--- config.mk ---
export PLATFORM = sky130hd
export DESIGN_NAME = pearson_correlation_engine_core
export DESIGN_NICKNAME = d
export VERILOG_FILES = /design/src/rtl/pce_pkg.sv /design/src/rtl/pce_accum.sv /design/src/rtl/pce_moments.sv /design/src/rtl/pce_ratio.sv /design/src/rtl/pearson_correlation_engine_core.sv
export SDC_FILE = /design/constraint.sdc
export NUM_CORES = 2
export LEC_CHECK = 0
export ABC_CLOCK_PERIOD_IN_PS = 24100
export BUFFER_PORTS_ARGS = -buffer_cell sky130_fd_sc_hd__buf_2
export CAP_MARGIN = 20
export CORE_MARGIN = 1
export CORE_UTILIZATION = 65
export DETAILED_ROUTE_END_ITERATION = 16
export PLACE_DENSITY = 0.78
export SLEW_MARGIN = 25
export SYNTH_ARGS = -nofsm -noshare
export SYNTH_HDL_FRONTEND = slang
export SYNTH_SLANG_ARGS = --single-unit
--- constraint.sdc ---
create_clock -name i_clk -period 24.1 [get_ports i_clk]
set_clock_uncertainty 0.2 [all_clocks]
set_input_delay 0 -clock i_clk [delete_from_list [all_inputs] [get_ports i_clk]]
set_output_delay 0 -clock i_clk [all_outputs]
set_load 0.01 [all_outputs]
--- src/rtl/pce_pkg.sv ---
// ============================================================================
// pce_pkg - shared types and constants for the correlation engine
// Widths of the running sums, the serial product and root datapaths, and the
// state types of the sequencers.
// ============================================================================
package pce_pkg;

    // Set size and sample precision
    localparam int MAX_SAMPLES = 16;
    localparam int SAMPLE_BITS = 16;

    // Fixed port widths
    localparam int IN_W   = 16;
    localparam int OUT_W  = 16;
    localparam int USED_W = 5;

    // Derived widths
    localparam int CNT_W   = $clog2(MAX_SAMPLES + 1);
    localparam int LOG_MAX = $clog2(MAX_SAMPLES);
    localparam int LIN_W   = SAMPLE_BITS + LOG_MAX;        // Sv, Sc
    localparam int SQ_W    = 2 * SAMPLE_BITS + LOG_MAX;    // Svv, Scc, Svc
    localparam int MC_W    = 2 * SAMPLE_BITS;              // one sample product
    localparam int STEP_W  = $clog2(SAMPLE_BITS);
    localparam int NS_W    = CNT_W + SQ_W;                 // n * Svv
    localparam int D_W     = 2 * LIN_W;                    // variance terms
    localparam int P_W     = 2 * D_W;                      // Dv * Dc
    localparam int S_W     = D_W;                          // square root
    localparam int R_W     = S_W + 3;                      // root remainder
    localparam int DR_W    = S_W + 1;                      // divide remainder, |N|
    localparam int IT_W    = $clog2(D_W);

    // Q1.15 saturation limits
    localparam logic [OUT_W-1:0] Q_POS_MAX = {1'b0, {(OUT_W-1){1'b1}}};
    localparam logic [OUT_W-1:0] Q_NEG_MAG = {1'b1, {(OUT_W-1){1'b0}}};

    // Running sums handed from the accumulator
    typedef struct packed {
        logic [CNT_W-1:0] cnt;
        logic [LIN_W-1:0] sv;
        logic [LIN_W-1:0] sc;
        logic [SQ_W-1:0]  svv;
        logic [SQ_W-1:0]  scc;
        logic [SQ_W-1:0]  svc;
        logic             drop;
    } t_sums;

    // Centered moments handed to the root and divide unit
    typedef struct packed {
        logic            degen;
        logic            neg;
        logic [DR_W-1:0] nmag;
        logic [P_W-1:0]  prod;
    } t_moments;

    typedef enum logic [2:0] {
        ST_IDLE,
        ST_MAC,
        ST_MOM,
        ST_RATIO,
        ST_HOLD
    } t_top_state;

    typedef enum logic [2:0] {
        MS_IDLE,
        MS_MUL,
        MS_DIFF,
        MS_PROD,
        MS_DONE
    } t_mom_state;

    typedef enum logic [1:0] {
        RS_IDLE,
        RS_ROOT,
        RS_DIV,
        RS_DONE
    } t_rat_state;

endpackage

--- src/rtl/pce_accum.sv ---
// ============================================================================
// pce_accum - running sums of samples, squares and cross products
// Each sample is multiplied bit-serially, one multiplier bit per cycle, into
// the three square and cross sums.
// ============================================================================
module pce_accum (
    input  logic                           i_clk,
    input  logic                           i_rst_n,
    input  logic                           i_start,
    input  logic                           i_clear,
    input  logic [pce_pkg::SAMPLE_BITS-1:0] i_volt,
    input  logic [pce_pkg::SAMPLE_BITS-1:0] i_curr,
    output logic                           o_busy,
    output pce_pkg::t_sums                 o_sums
);
    import pce_pkg::*;

    logic [CNT_W-1:0]       r_cnt;
    logic [LIN_W-1:0]       r_sv;
    logic [LIN_W-1:0]       r_sc;
    logic [SQ_W-1:0]        r_svv;
    logic [SQ_W-1:0]        r_scc;
    logic [SQ_W-1:0]        r_svc;
    logic                   r_drop;
    logic                   r_busy;
    logic [STEP_W-1:0]      r_step;
    logic [SAMPLE_BITS-1:0] r_mp_v;
    logic [SAMPLE_BITS-1:0] r_mp_c;
    logic [MC_W-1:0]        r_mc_v;
    logic [MC_W-1:0]        r_mc_c;
    logic                   w_take;

    assign w_take = r_cnt < CNT_W'(MAX_SAMPLES);

    // Sums, count and drop flag
    always_ff @(posedge i_clk) begin
        if (!i_rst_n || i_clear) begin
            r_cnt  <= '0;
            r_sv   <= '0;
            r_sc   <= '0;
            r_svv  <= '0;
            r_scc  <= '0;
            r_svc  <= '0;
            r_drop <= 1'b0;
            r_busy <= 1'b0;
            r_step <= '0;
        end else if (i_start) begin
            if (w_take) begin
                r_cnt  <= r_cnt + 1'b1;
                r_sv   <= r_sv + LIN_W'(i_volt);
                r_sc   <= r_sc + LIN_W'(i_curr);
                r_busy <= 1'b1;
                r_step <= '0;
            end else begin
                r_drop <= 1'b1;
            end
        end else if (r_busy) begin
            // one shift-add step of v*v, c*c and v*c
            if (r_mp_v[0]) begin
                r_svv <= r_svv + SQ_W'(r_mc_v);
                r_svc <= r_svc + SQ_W'(r_mc_c);
            end
            if (r_mp_c[0]) begin
                r_scc <= r_scc + SQ_W'(r_mc_c);
            end
            r_step <= r_step + 1'b1;
            if (r_step == STEP_W'(SAMPLE_BITS - 1)) begin
                r_busy <= 1'b0;
            end
        end
    end

    // Multiplier and multiplicand shift registers
    always_ff @(posedge i_clk) begin
        if (i_start) begin
            r_mp_v <= i_volt;
            r_mp_c <= i_curr;
            r_mc_v <= MC_W'(i_volt);
            r_mc_c <= MC_W'(i_curr);
        end else if (r_busy) begin
            r_mp_v <= r_mp_v >> 1;
            r_mp_c <= r_mp_c >> 1;
            r_mc_v <= r_mc_v << 1;
            r_mc_c <= r_mc_c << 1;
        end
    end

    assign o_busy = r_busy;

    always_comb begin
        o_sums.cnt  = r_cnt;
        o_sums.sv   = r_sv;
        o_sums.sc   = r_sc;
        o_sums.svv  = r_svv;
        o_sums.scc  = r_scc;
        o_sums.svc  = r_svc;
        o_sums.drop = r_drop;
    end

endmodule

--- src/rtl/pce_moments.sv ---
// ============================================================================
// pce_moments - centered moment terms and their product
// Forms n*Svv - Sv^2, n*Scc - Sc^2, n*Svc - Sv*Sc with bit-serial multiplies,
// then the product of the nonzero variance terms, one multiplier bit per cycle.
// ============================================================================
module pce_moments (
    input  logic              i_clk,
    input  logic              i_rst_n,
    input  logic              i_start,
    input  pce_pkg::t_sums    i_sums,
    output logic              o_done,
    output pce_pkg::t_moments o_mom
);
    import pce_pkg::*;

    t_mom_state r_state;
    t_mom_state n_state;

    logic [IT_W-1:0]  r_it;
    logic [LIN_W-1:0] r_mp_v;
    logic [LIN_W-1:0] r_mp_c;
    logic [D_W-1:0]   r_mc_v;
    logic [D_W-1:0]   r_mc_c;
    logic [D_W-1:0]   r_a_vv;
    logic [D_W-1:0]   r_a_cc;
    logic [D_W-1:0]   r_a_vc;
    logic [CNT_W-1:0] r_mp_n;
    logic [NS_W-1:0]  r_mc_nvv;
    logic [NS_W-1:0]  r_mc_ncc;
    logic [NS_W-1:0]  r_mc_nvc;
    logic [NS_W-1:0]  r_n_vv;
    logic [NS_W-1:0]  r_n_cc;
    logic [NS_W-1:0]  r_n_vc;
    logic [D_W-1:0]   r_pm;
    logic [P_W-1:0]   r_pc;
    logic [P_W-1:0]   r_prod;
    logic             r_neg;
    logic [DR_W-1:0]  r_nmag;
    logic             r_degen;

    logic [D_W-1:0]   w_dv;
    logic [D_W-1:0]   w_dc;
    logic [NS_W:0]    w_num;
    logic [NS_W:0]    w_abs;
    logic             w_degen;

    // Differences of the products; true values fit D_W bits and |N| fits DR_W
    assign w_dv    = D_W'(r_n_vv - NS_W'(r_a_vv));
    assign w_dc    = D_W'(r_n_cc - NS_W'(r_a_cc));
    assign w_num   = {1'b0, r_n_vc} - (NS_W + 1)'(r_a_vc);
    assign w_abs   = w_num[NS_W] ? ((NS_W + 1)'(0) - w_num) : w_num;
    assign w_degen = (w_dv == '0) || (w_dc == '0);

    // State register
    always_ff @(posedge i_clk) begin
        if (!i_rst_n) begin
            r_state <= MS_IDLE;
        end else begin
            r_state <= n_state;
        end
    end

    // Next state
    always_comb begin
        n_state = r_state;
        unique case (r_state)
            MS_IDLE: if (i_start) n_state = MS_MUL;
            MS_MUL:  if (r_it == IT_W'(LIN_W - 1)) n_state = MS_DIFF;
            MS_DIFF: n_state = w_degen ? MS_DONE : MS_PROD;
            MS_PROD: if (r_it == IT_W'(D_W - 1)) n_state = MS_DONE;
            MS_DONE: n_state = MS_IDLE;
            default: n_state = MS_IDLE;
        endcase
    end

    // Outputs
    always_comb begin
        o_done = 1'b0;
        unique case (r_state)
            MS_DONE: o_done = 1'b1;
            default: o_done = 1'b0;
        endcase
    end

    // Serial datapath
    always_ff @(posedge i_clk) begin
        case (r_state)
            MS_IDLE: begin
                if (i_start) begin
                    r_it     <= '0;
                    r_mp_v   <= i_sums.sv;
                    r_mp_c   <= i_sums.sc;
                    r_mc_v   <= D_W'(i_sums.sv);
                    r_mc_c   <= D_W'(i_sums.sc);
                    r_a_vv   <= '0;
                    r_a_cc   <= '0;
                    r_a_vc   <= '0;
                    r_mp_n   <= i_sums.cnt;
                    r_mc_nvv <= NS_W'(i_sums.svv);
                    r_mc_ncc <= NS_W'(i_sums.scc);
                    r_mc_nvc <= NS_W'(i_sums.svc);
                    r_n_vv   <= '0;
                    r_n_cc   <= '0;
                    r_n_vc   <= '0;
                end
            end
            MS_MUL: begin
                // Sv*Sv, Sc*Sc, Sv*Sc and n times Svv, Scc and Svc
                if (r_mp_v[0]) begin
                    r_a_vv <= r_a_vv + r_mc_v;
                    r_a_vc <= r_a_vc + r_mc_c;
                end
                if (r_mp_c[0]) begin
                    r_a_cc <= r_a_cc + r_mc_c;
                end
                if (r_mp_n[0]) begin
                    r_n_vv <= r_n_vv + r_mc_nvv;
                    r_n_cc <= r_n_cc + r_mc_ncc;
                    r_n_vc <= r_n_vc + r_mc_nvc;
                end
                r_mp_v   <= r_mp_v >> 1;
                r_mp_c   <= r_mp_c >> 1;
                r_mc_v   <= r_mc_v << 1;
                r_mc_c   <= r_mc_c << 1;
                r_mp_n   <= r_mp_n >> 1;
                r_mc_nvv <= r_mc_nvv << 1;
                r_mc_ncc <= r_mc_ncc << 1;
                r_mc_nvc <= r_mc_nvc << 1;
                r_it     <= r_it + 1'b1;
            end
            MS_DIFF: begin
                r_degen <= w_degen;
                r_neg   <= w_num[NS_W];
                r_nmag  <= DR_W'(w_abs);
                r_pm    <= w_dv;
                r_pc    <= P_W'(w_dc);
                r_prod  <= '0;
                r_it    <= '0;
            end
            MS_PROD: begin
                // Dv * Dc, one bit of Dv per cycle
                if (r_pm[0]) begin
                    r_prod <= r_prod + r_pc;
                end
                r_pm <= r_pm >> 1;
                r_pc <= r_pc << 1;
                r_it <= r_it + 1'b1;
            end
            default: ;
        endcase
    end

    always_comb begin
        o_mom.degen = r_degen;
        o_mom.neg   = r_neg;
        o_mom.nmag  = r_nmag;
        o_mom.prod  = r_prod;
    end

endmodule

--- src/rtl/pce_ratio.sv ---
// ============================================================================
// pce_ratio - square root and fractional divide
// Restoring square root of Dv*Dc, two radicand bits per cycle, then restoring
// division of |N| by the root, one quotient bit per cycle, with Q1.15
// saturation and sign.
// ============================================================================
module pce_ratio (
    input  logic                     i_clk,
    input  logic                     i_rst_n,
    input  logic                     i_start,
    input  pce_pkg::t_moments        i_mom,
    output logic                     o_done,
    output logic [pce_pkg::OUT_W-1:0] o_corr
);
    import pce_pkg::*;

    t_rat_state r_state;
    t_rat_state n_state;

    logic [IT_W-1:0]  r_it;
    logic [P_W-1:0]   r_rad;
    logic [R_W-1:0]   r_rem;
    logic [S_W-1:0]   r_root;
    logic [DR_W-1:0]  r_drem;
    logic [OUT_W-1:0] r_q;
    logic             r_neg;

    logic [R_W-1:0]   w_rt;
    logic [R_W-1:0]   w_trial;
    logic             w_rge;
    logic [DR_W:0]    w_dt;
    logic [DR_W:0]    w_den;
    logic             w_dge;
    logic [OUT_W-1:0] w_mag;

    // Root step: bring down two radicand bits, try root*4+1
    assign w_rt    = {r_rem[R_W-3:0], r_rad[P_W-1:P_W-2]};
    assign w_trial = R_W'({r_root, 2'b01});
    assign w_rge   = w_rt >= w_trial;

    // Divide step: the first step compares |N| itself
    assign w_dt  = (r_it == '0) ? {1'b0, r_drem} : {r_drem, 1'b0};
    assign w_den = (DR_W + 1)'(r_root);
    assign w_dge = w_dt >= w_den;

    // State register
    always_ff @(posedge i_clk) begin
        if (!i_rst_n) begin
            r_state <= RS_IDLE;
        end else begin
            r_state <= n_state;
        end
    end

    // Next state
    always_comb begin
        n_state = r_state;
        unique case (r_state)
            RS_IDLE: if (i_start) n_state = RS_ROOT;
            RS_ROOT: if (r_it == IT_W'(S_W - 1)) n_state = RS_DIV;
            RS_DIV:  if (r_it == IT_W'(OUT_W - 1)) n_state = RS_DONE;
            RS_DONE: n_state = RS_IDLE;
            default: n_state = RS_IDLE;
        endcase
    end

    // Outputs
    always_comb begin
        o_done = 1'b0;
        unique case (r_state)
            RS_DONE: o_done = 1'b1;
            default: o_done = 1'b0;
        endcase
    end

    // Serial datapath
    always_ff @(posedge i_clk) begin
        case (r_state)
            RS_IDLE: begin
                if (i_start) begin
                    r_it   <= '0;
                    r_rad  <= i_mom.prod;
                    r_rem  <= '0;
                    r_root <= '0;
                    r_drem <= i_mom.nmag;
                    r_neg  <= i_mom.neg;
                    r_q    <= '0;
                end
            end
            RS_ROOT: begin
                r_rad  <= r_rad << 2;
                r_rem  <= w_rge ? (w_rt - w_trial) : w_rt;
                r_root <= {r_root[S_W-2:0], w_rge};
                r_it   <= (r_it == IT_W'(S_W - 1)) ? '0 : r_it + 1'b1;
            end
            RS_DIV: begin
                r_drem <= DR_W'(w_dge ? (w_dt - w_den) : w_dt);
                r_q    <= {r_q[OUT_W-2:0], w_dge};
                r_it   <= r_it + 1'b1;
            end
            default: ;
        endcase
    end

    // Saturate and apply the sign
    always_comb begin
        if (r_neg) begin
            w_mag  = (r_q > Q_NEG_MAG) ? Q_NEG_MAG : r_q;
            o_corr = OUT_W'(0) - w_mag;
        end else begin
            w_mag  = (r_q > Q_POS_MAX) ? Q_POS_MAX : r_q;
            o_corr = w_mag;
        end
    end

endmodule

--- src/rtl/pearson_correlation_engine_core.sv ---
// ============================================================================
// pearson_correlation_engine_core - Pearson correlation of paired samples
// Accumulates voltage/current pairs and, on the sample marked last, clears its
// sums and emits the correlation coefficient in signed Q1.15.
//
//   channel | direction | handshake           | payload
//   --------+-----------+---------------------+---------------------------------
//   sample  | in        | i_valid / o_stall   | voltage, current, last flag
//   result  | out       | o_valid / i_stall   | correlation, flags, sample count
//
// o_stall stays high while a sample is multiplied serially; a dropped sample skips it.
// A last sample then runs the serial moment products, the root and the divide;
// zero variance skips the variance product, the root and the divide.
// Reset is synchronous and clears the sums, count and drop flag.
// One result register holds a finished beat while i_stall is high; samples
// are still taken meanwhile, and a later result waits until the slot is free.
// ============================================================================
module pearson_correlation_engine_core (
    input  logic                      i_clk,
    input  logic                      i_rst_n,
    input  logic                      i_valid,
    output logic                      o_stall,
    input  logic [pce_pkg::IN_W-1:0]  i_voltage_code,
    input  logic [pce_pkg::IN_W-1:0]  i_current_code,
    input  logic                      i_last_sample,
    output logic                      o_valid,
    input  logic                      i_stall,
    output logic [pce_pkg::OUT_W-1:0] o_correlation_q15,
    output logic                      o_degenerate,
    output logic                      o_overflowed,
    output logic [pce_pkg::USED_W-1:0] o_samples_used
);
    import pce_pkg::*;

    t_top_state r_state;
    t_top_state n_state;

    logic              r_last;
    logic [USED_W-1:0] r_used;
    logic              r_ovf;
    logic              r_out_valid;
    logic [OUT_W-1:0]  r_corr;
    logic              r_degen;
    logic [USED_W-1:0] r_out_used;
    logic              r_out_ovf;

    logic              w_acc_start;
    logic              w_acc_clear;
    logic              w_acc_busy;
    t_sums             w_sums;
    logic              w_mom_start;
    logic              w_mom_done;
    t_moments          w_mom;
    logic              w_rat_start;
    logic              w_rat_done;
    logic [OUT_W-1:0]  w_rat_corr;
    logic              w_out_free;
    logic              w_out_load;

    assign w_out_free = !r_out_valid || !i_stall;

    pce_accum u_accum (
        .i_clk   (i_clk),
        .i_rst_n (i_rst_n),
        .i_start (w_acc_start),
        .i_clear (w_acc_clear),
        .i_volt  (SAMPLE_BITS'(i_voltage_code)),
        .i_curr  (SAMPLE_BITS'(i_current_code)),
        .o_busy  (w_acc_busy),
        .o_sums  (w_sums)
    );

    pce_moments u_moments (
        .i_clk   (i_clk),
        .i_rst_n (i_rst_n),
        .i_start (w_mom_start),
        .i_sums  (w_sums),
        .o_done  (w_mom_done),
        .o_mom   (w_mom)
    );

    pce_ratio u_ratio (
        .i_clk   (i_clk),
        .i_rst_n (i_rst_n),
        .i_start (w_rat_start),
        .i_mom   (w_mom),
        .o_done  (w_rat_done),
        .o_corr  (w_rat_corr)
    );

    // State register
    always_ff @(posedge i_clk) begin
        if (!i_rst_n) begin
            r_state <= ST_IDLE;
        end else begin
            r_state <= n_state;
        end
    end

    // Next state
    always_comb begin
        n_state = r_state;
        unique case (r_state)
            ST_IDLE:  if (i_valid) n_state = ST_MAC;
            ST_MAC:   if (!w_acc_busy) n_state = r_last ? ST_MOM : ST_IDLE;
            ST_MOM:   if (w_mom_done) n_state = w_mom.degen ? ST_HOLD : ST_RATIO;
            ST_RATIO: if (w_rat_done) n_state = ST_HOLD;
            ST_HOLD:  if (w_out_free) n_state = ST_IDLE;
            default:  n_state = ST_IDLE;
        endcase
    end

    // Control outputs
    always_comb begin
        o_stall     = 1'b1;
        w_acc_start = 1'b0;
        w_acc_clear = 1'b0;
        w_mom_start = 1'b0;
        w_rat_start = 1'b0;
        w_out_load  = 1'b0;
        unique case (r_state)
            ST_IDLE: begin
                o_stall     = 1'b0;
                w_acc_start = i_valid;
            end
            ST_MAC: begin
                w_mom_start = !w_acc_busy && r_last;
                w_acc_clear = !w_acc_busy && r_last;
            end
            ST_MOM:   w_rat_start = w_mom_done && !w_mom.degen;
            ST_RATIO: ;
            ST_HOLD:  w_out_load = w_out_free;
            default:  ;
        endcase
    end

    // Per-set bookkeeping, captured before the sums clear
    always_ff @(posedge i_clk) begin
        if (w_acc_start) begin
            r_last <= i_last_sample;
        end
        if (w_mom_start) begin
            r_used <= USED_W'(w_sums.cnt);
            r_ovf  <= w_sums.drop;
        end
    end

    // Result register
    always_ff @(posedge i_clk) begin
        if (!i_rst_n) begin
            r_out_valid <= 1'b0;
        end else if (w_out_load) begin
            r_out_valid <= 1'b1;
        end else if (!i_stall) begin
            r_out_valid <= 1'b0;
        end
    end

    always_ff @(posedge i_clk) begin
        if (w_out_load) begin
            r_corr     <= w_mom.degen ? '0 : w_rat_corr;
            r_degen    <= w_mom.degen;
            r_out_used <= r_used;
            r_out_ovf  <= r_ovf;
        end
    end

    assign o_valid           = r_out_valid;
    assign o_correlation_q15 = r_corr;
    assign o_degenerate      = r_degen;
    assign o_overflowed      = r_out_ovf;
    assign o_samples_used    = r_out_used;

endmodule

==> results.md <==
- Of the synthesized area, sequential elements account for 0.436.
- In the finished design, the share of the clock period the worst path needs comes to 0.282.
- IR analysis of the VDD net gives a maximum drop of roughly 0.087 mV.
- The via total after detailed routing is ~66000.
- The biggest area contributor in the post-synthesis netlist is sky130_fd_sc_hd__edfxtp_1.
- The H-tree was split into 4 levels.
- Among all flip-flop cells after synthesis, the most frequent one is sky130_fd_sc_hd__edfxtp_1.
- After filler insertion, the fill cell instance count of the layout stands at around 9300.
- The most repeated cell in the gate-level netlist after synthesis is sky130_fd_sc_hd__nand2_1.
- The share of synthesized area in the top cell type comes to 0.387.
- The number of warnings reported in the yosys synthesis log is 0.
- The count of mapped cells out of synthesis is a little under 9000.
- The proportion of register bits with asynchronous set or reset after synthesis is 0.
- The final wirelength is 206 mm.
- The floorplan step set the die height to 357 um.
- For the pin with the worst max-slew slack, the measured transition is 1.05 ns.
- The area enclosed by the die boundary is 127000 um^2.
- In this run the clock root is driven by a sky130_fd_sc_hd__clkbuf_16.
- The quantity of I/O buffers inserted on ports is ~60.
- The tightest min-delay check is of the input port to flop type.
- The I/O pin total is 62.
- The number of nets in the synthesized netlist is around 9500.
- The number of enable flip-flop cells after synthesis is about 1100.
- The count of max-cap constraint violations is 0.
- After detailed routing, the average wire length per cell comes to 19.5 um.
- The initial antenna violation count was 1.
- For this run, the total global-route usage over all layers was measured as 0.318.
- The run finished with clean final reports.
- The arrival time of data at the critical path endpoint is slightly above 7 ns.
- The register area is 35700 um^2.
- In the final layout, the share of cells above drive strength 1 is 0.0619.
- Ranked by instance count, the synthesized netlist is headed by 1361 x sky130_fd_sc_hd__nand2_1, 1055 x sky130_fd_sc_hd__edfxtp_1, 852 x sky130_fd_sc_hd__nor2_1, 760 x sky130_fd_sc_hd__a21oi_1, 655 x sky130_fd_sc_hd__ha_1.
- The total half-perimeter wirelength after legalization and detailed placement is 147 mm.
- The post-layout total power is 0.00765 W.
- The post-synthesis cell area is 81900 um^2.
- Using the TritonRoute via totals, the vias-per-cell ratio works out to roughly 6.2.
- In the post-synthesis netlist, the biggest area contributors are sky130_fd_sc_hd__edfxtp_1 39%, sky130_fd_sc_hd__ha_1 10%, sky130_fd_sc_hd__nand2_1 6.2%.
- The top achievable clock speed is 147 MHz.
- The floorplan step set the die width to roughly 360 um.
- The detail route stage leaves a number of antenna-violating nets equal to 0.
- The number of post-CTS setup repair buffers is 0.
- The worst pin sits at a relative slew slack of 0.295.
- After floorplanning, the core was divided into approximately 130 placement rows.
- Data on the critical path is required at its endpoint by 24.43 ns.
- The residual DRC count is 0.
- The number of global-route vias before repair was 62265.
- Averaged over all synthesized cells, the footprint is about 9.3 um^2.
- The area of the core region is 124000 um^2.
- By startpoint and endpoint, the worst setup path is classified as flop to flop.
- STA classifies the critical path endpoint as a flop.
- The static leakage is 36.9 nW.
- The global-route congestion overflow total is 0.
- Of all nets on the critical path, the largest fanout is 65.
- The power per cell area is 85.7 nW/um^2.
- The first global-routing pass estimated 328 mm of wire.
- Setup violations remaining at the end of the flow were counted as 0.
- At the end of the flow the core is filled with cells to 0.718.
- The post-layout net count is roughly 9500.
- The clock transition time at the flip-flop clock pins of the worst setup and hold paths is around 0.060 ns.
- The multi-input combinational cells in the finished layout cover a total of 43700 um^2.
- The worst hold slack across all endpoints is 0.0593 ns.
- The later pin in the worst-skew pair is clocked with a latency of 0.79 ns.
- From synthesis to final layout, the design area changed by 8.88%.
- The unique cell type count in the Yosys netlist is 90.
- After routing, the total negative slack on setup checks comes to 0 ns.
- The number of flip-flops and latches in the synthesized netlist is 1255.
- The detailed router finished its first iteration with 6283 violations.
- Setup repair after global routing left no endpoint under its margin.
- Subtracting the final worst setup slack from the clock period gives 6.80 ns.
- The number of clock sinks is 1255.
- TritonCTS created 142 clock buffers.
- The number of buffers on the longest clock path is 3.
- TritonCTS built the clock tree.
- The hold violation total from the final report came to 0.
- The routability congestion estimate is around 0.96.
- For this configuration, the core starts out at a cell density of 0.659.
- The largest net degree at the start of global routing is between 150 and 200.
- The detailed-router iteration count before antenna repair is 6.
- The final-report max-slew violation count was 0.
- STA classifies the critical path startpoint as a flop.
==> timing repair <==
item,4_1_cts,5_1_grt
hold buffers,72,0
hold endpoints to repair,219,0
resized for setup,0,0
==> logic make-up (layout without fill, tap and decap cells) <==
group                      count (synthesis)  after routing  share of synthesized area
AOI/OAI and AO/OA                       2151           2151                      0.165
DFF                                     1255           1255                      0.436
xor gates and xnor gates                 573            573                     0.0613
buffers and inverters                    712            848                     0.0327
other                                      0              1                          0
adders and majority gates                671            671                      0.104
and+or+nand+nor                         3249           3249                      0.178
muxes                                    177            177                     0.0236
==> flip-flops by register name (all words and copies together) (netlist names), 41 cells and up <==
name,cells
u_moments.r_mc_nvc,41
u_ratio.r_drem,41
u_ratio.r_rem,41
u_moments.r_pc,80
u_moments.r_prod,80
u_moments.r_n_vc,41
u_moments.r_nmag,41
u_ratio.r_rad,80
==> critical path, stage by stage (launching register included) <==
cell                       delay, ns
sky130_fd_sc_hd__edfxtp_1       0.44
sky130_fd_sc_hd__inv_1          0.09
sky130_fd_sc_hd__ha_1           0.15
sky130_fd_sc_hd__and3_2         0.16
sky130_fd_sc_hd__buf_4          0.48
sky130_fd_sc_hd__mux2_2         0.45
sky130_fd_sc_hd__fa_1           0.44
sky130_fd_sc_hd__a21o_1         0.17
sky130_fd_sc_hd__a21oi_1        0.21
sky130_fd_sc_hd__o21bai_1       0.10
sky130_fd_sc_hd__a21o_1         0.22
sky130_fd_sc_hd__a211oi_1       0.40
sky130_fd_sc_hd__nor4b_1        0.16
sky130_fd_sc_hd__o211a_1        0.28
sky130_fd_sc_hd__o21ai_1        0.37
sky130_fd_sc_hd__o31ai_1        0.21
sky130_fd_sc_hd__a311o_1        0.47
sky130_fd_sc_hd__o22ai_4        0.31
sky130_fd_sc_hd__buf_4          0.59
sky130_fd_sc_hd__a211oi_1       0.14
sky130_fd_sc_hd__xnor2_1        0.17
sky130_fd_sc_hd__mux2_2         0.27
==> metrics by stage <==
step | cells | area [um^2] | setup slack (ns)
2_1_floorplan | 8788 | 81900 | 10.60
3_3_place_gp | 10222 | 83700 | 17.53
3_5_place_dp | 10223 | 83700 | 17.41
4_1_cts | 10559 | 89100 | 17.38
5_1_grt | 10561 | 89200 | 17.04
6_report | 10562 | 89200 | 17.30
==> per-layer routing <==
metal	routed length (um)	GRT usage
met5	0	0
met4	7010	0.112
met3	13500	0.0467
met2	92700	0.504
met1	92800	0.447
==> layout make-up <==
type                       instances  area share
multi-input combinational       6821       0.490
sequential                      1255       0.400
clock buffer                     203      0.0468
tap                             1637      0.0230
timing repair buffer             186      0.0168
inverter                         398      0.0168
clock inverter                    61     0.00624
antenna                            1   0.0000281
==> placed cells by master, fill, tap and decap left out, types with 260 or more instances in the layout <==
master                     netlist  layout
sky130_fd_sc_hd__edfxtp_1     1055    1055
sky130_fd_sc_hd__a21o_1        336     334
sky130_fd_sc_hd__a21oi_1       760     758
sky130_fd_sc_hd__xor2_1        260     260
sky130_fd_sc_hd__ha_1          655     653
sky130_fd_sc_hd__nor2_1        852     848
sky130_fd_sc_hd__o21ai_0       388     385
sky130_fd_sc_hd__nand2_1      1361    1356
sky130_fd_sc_hd__inv_1         393     391
sky130_fd_sc_hd__xnor2_1       313     313
==> final timing paths <==
check	startpoint	end	slack (ns)	cells past startpoint
max	u_ratio.r_it[0]$_DFFE_PP_	u_ratio.r_drem[40]$_DFFE_PP_	17.30	21
min	i_voltage_code[1]	u_accum.r_sv[1]$_SDFFE_PP0P_	0.06	5
min reg2reg	u_moments.r_neg$_DFFE_PP_	u_ratio.r_neg$_DFFE_PP_	0.22	0
max reg2reg	u_ratio.r_it[0]$_DFFE_PP_	u_ratio.r_drem[40]$_DFFE_PP_	17.30	21
==> report_power, final <==
group          switching, W  internal, W
Sequential         0.000178      0.00272
Combinational       0.00160     0.000969
Clock              0.000917      0.00127
No activity file was read; power rests on OpenSTA's default activity.
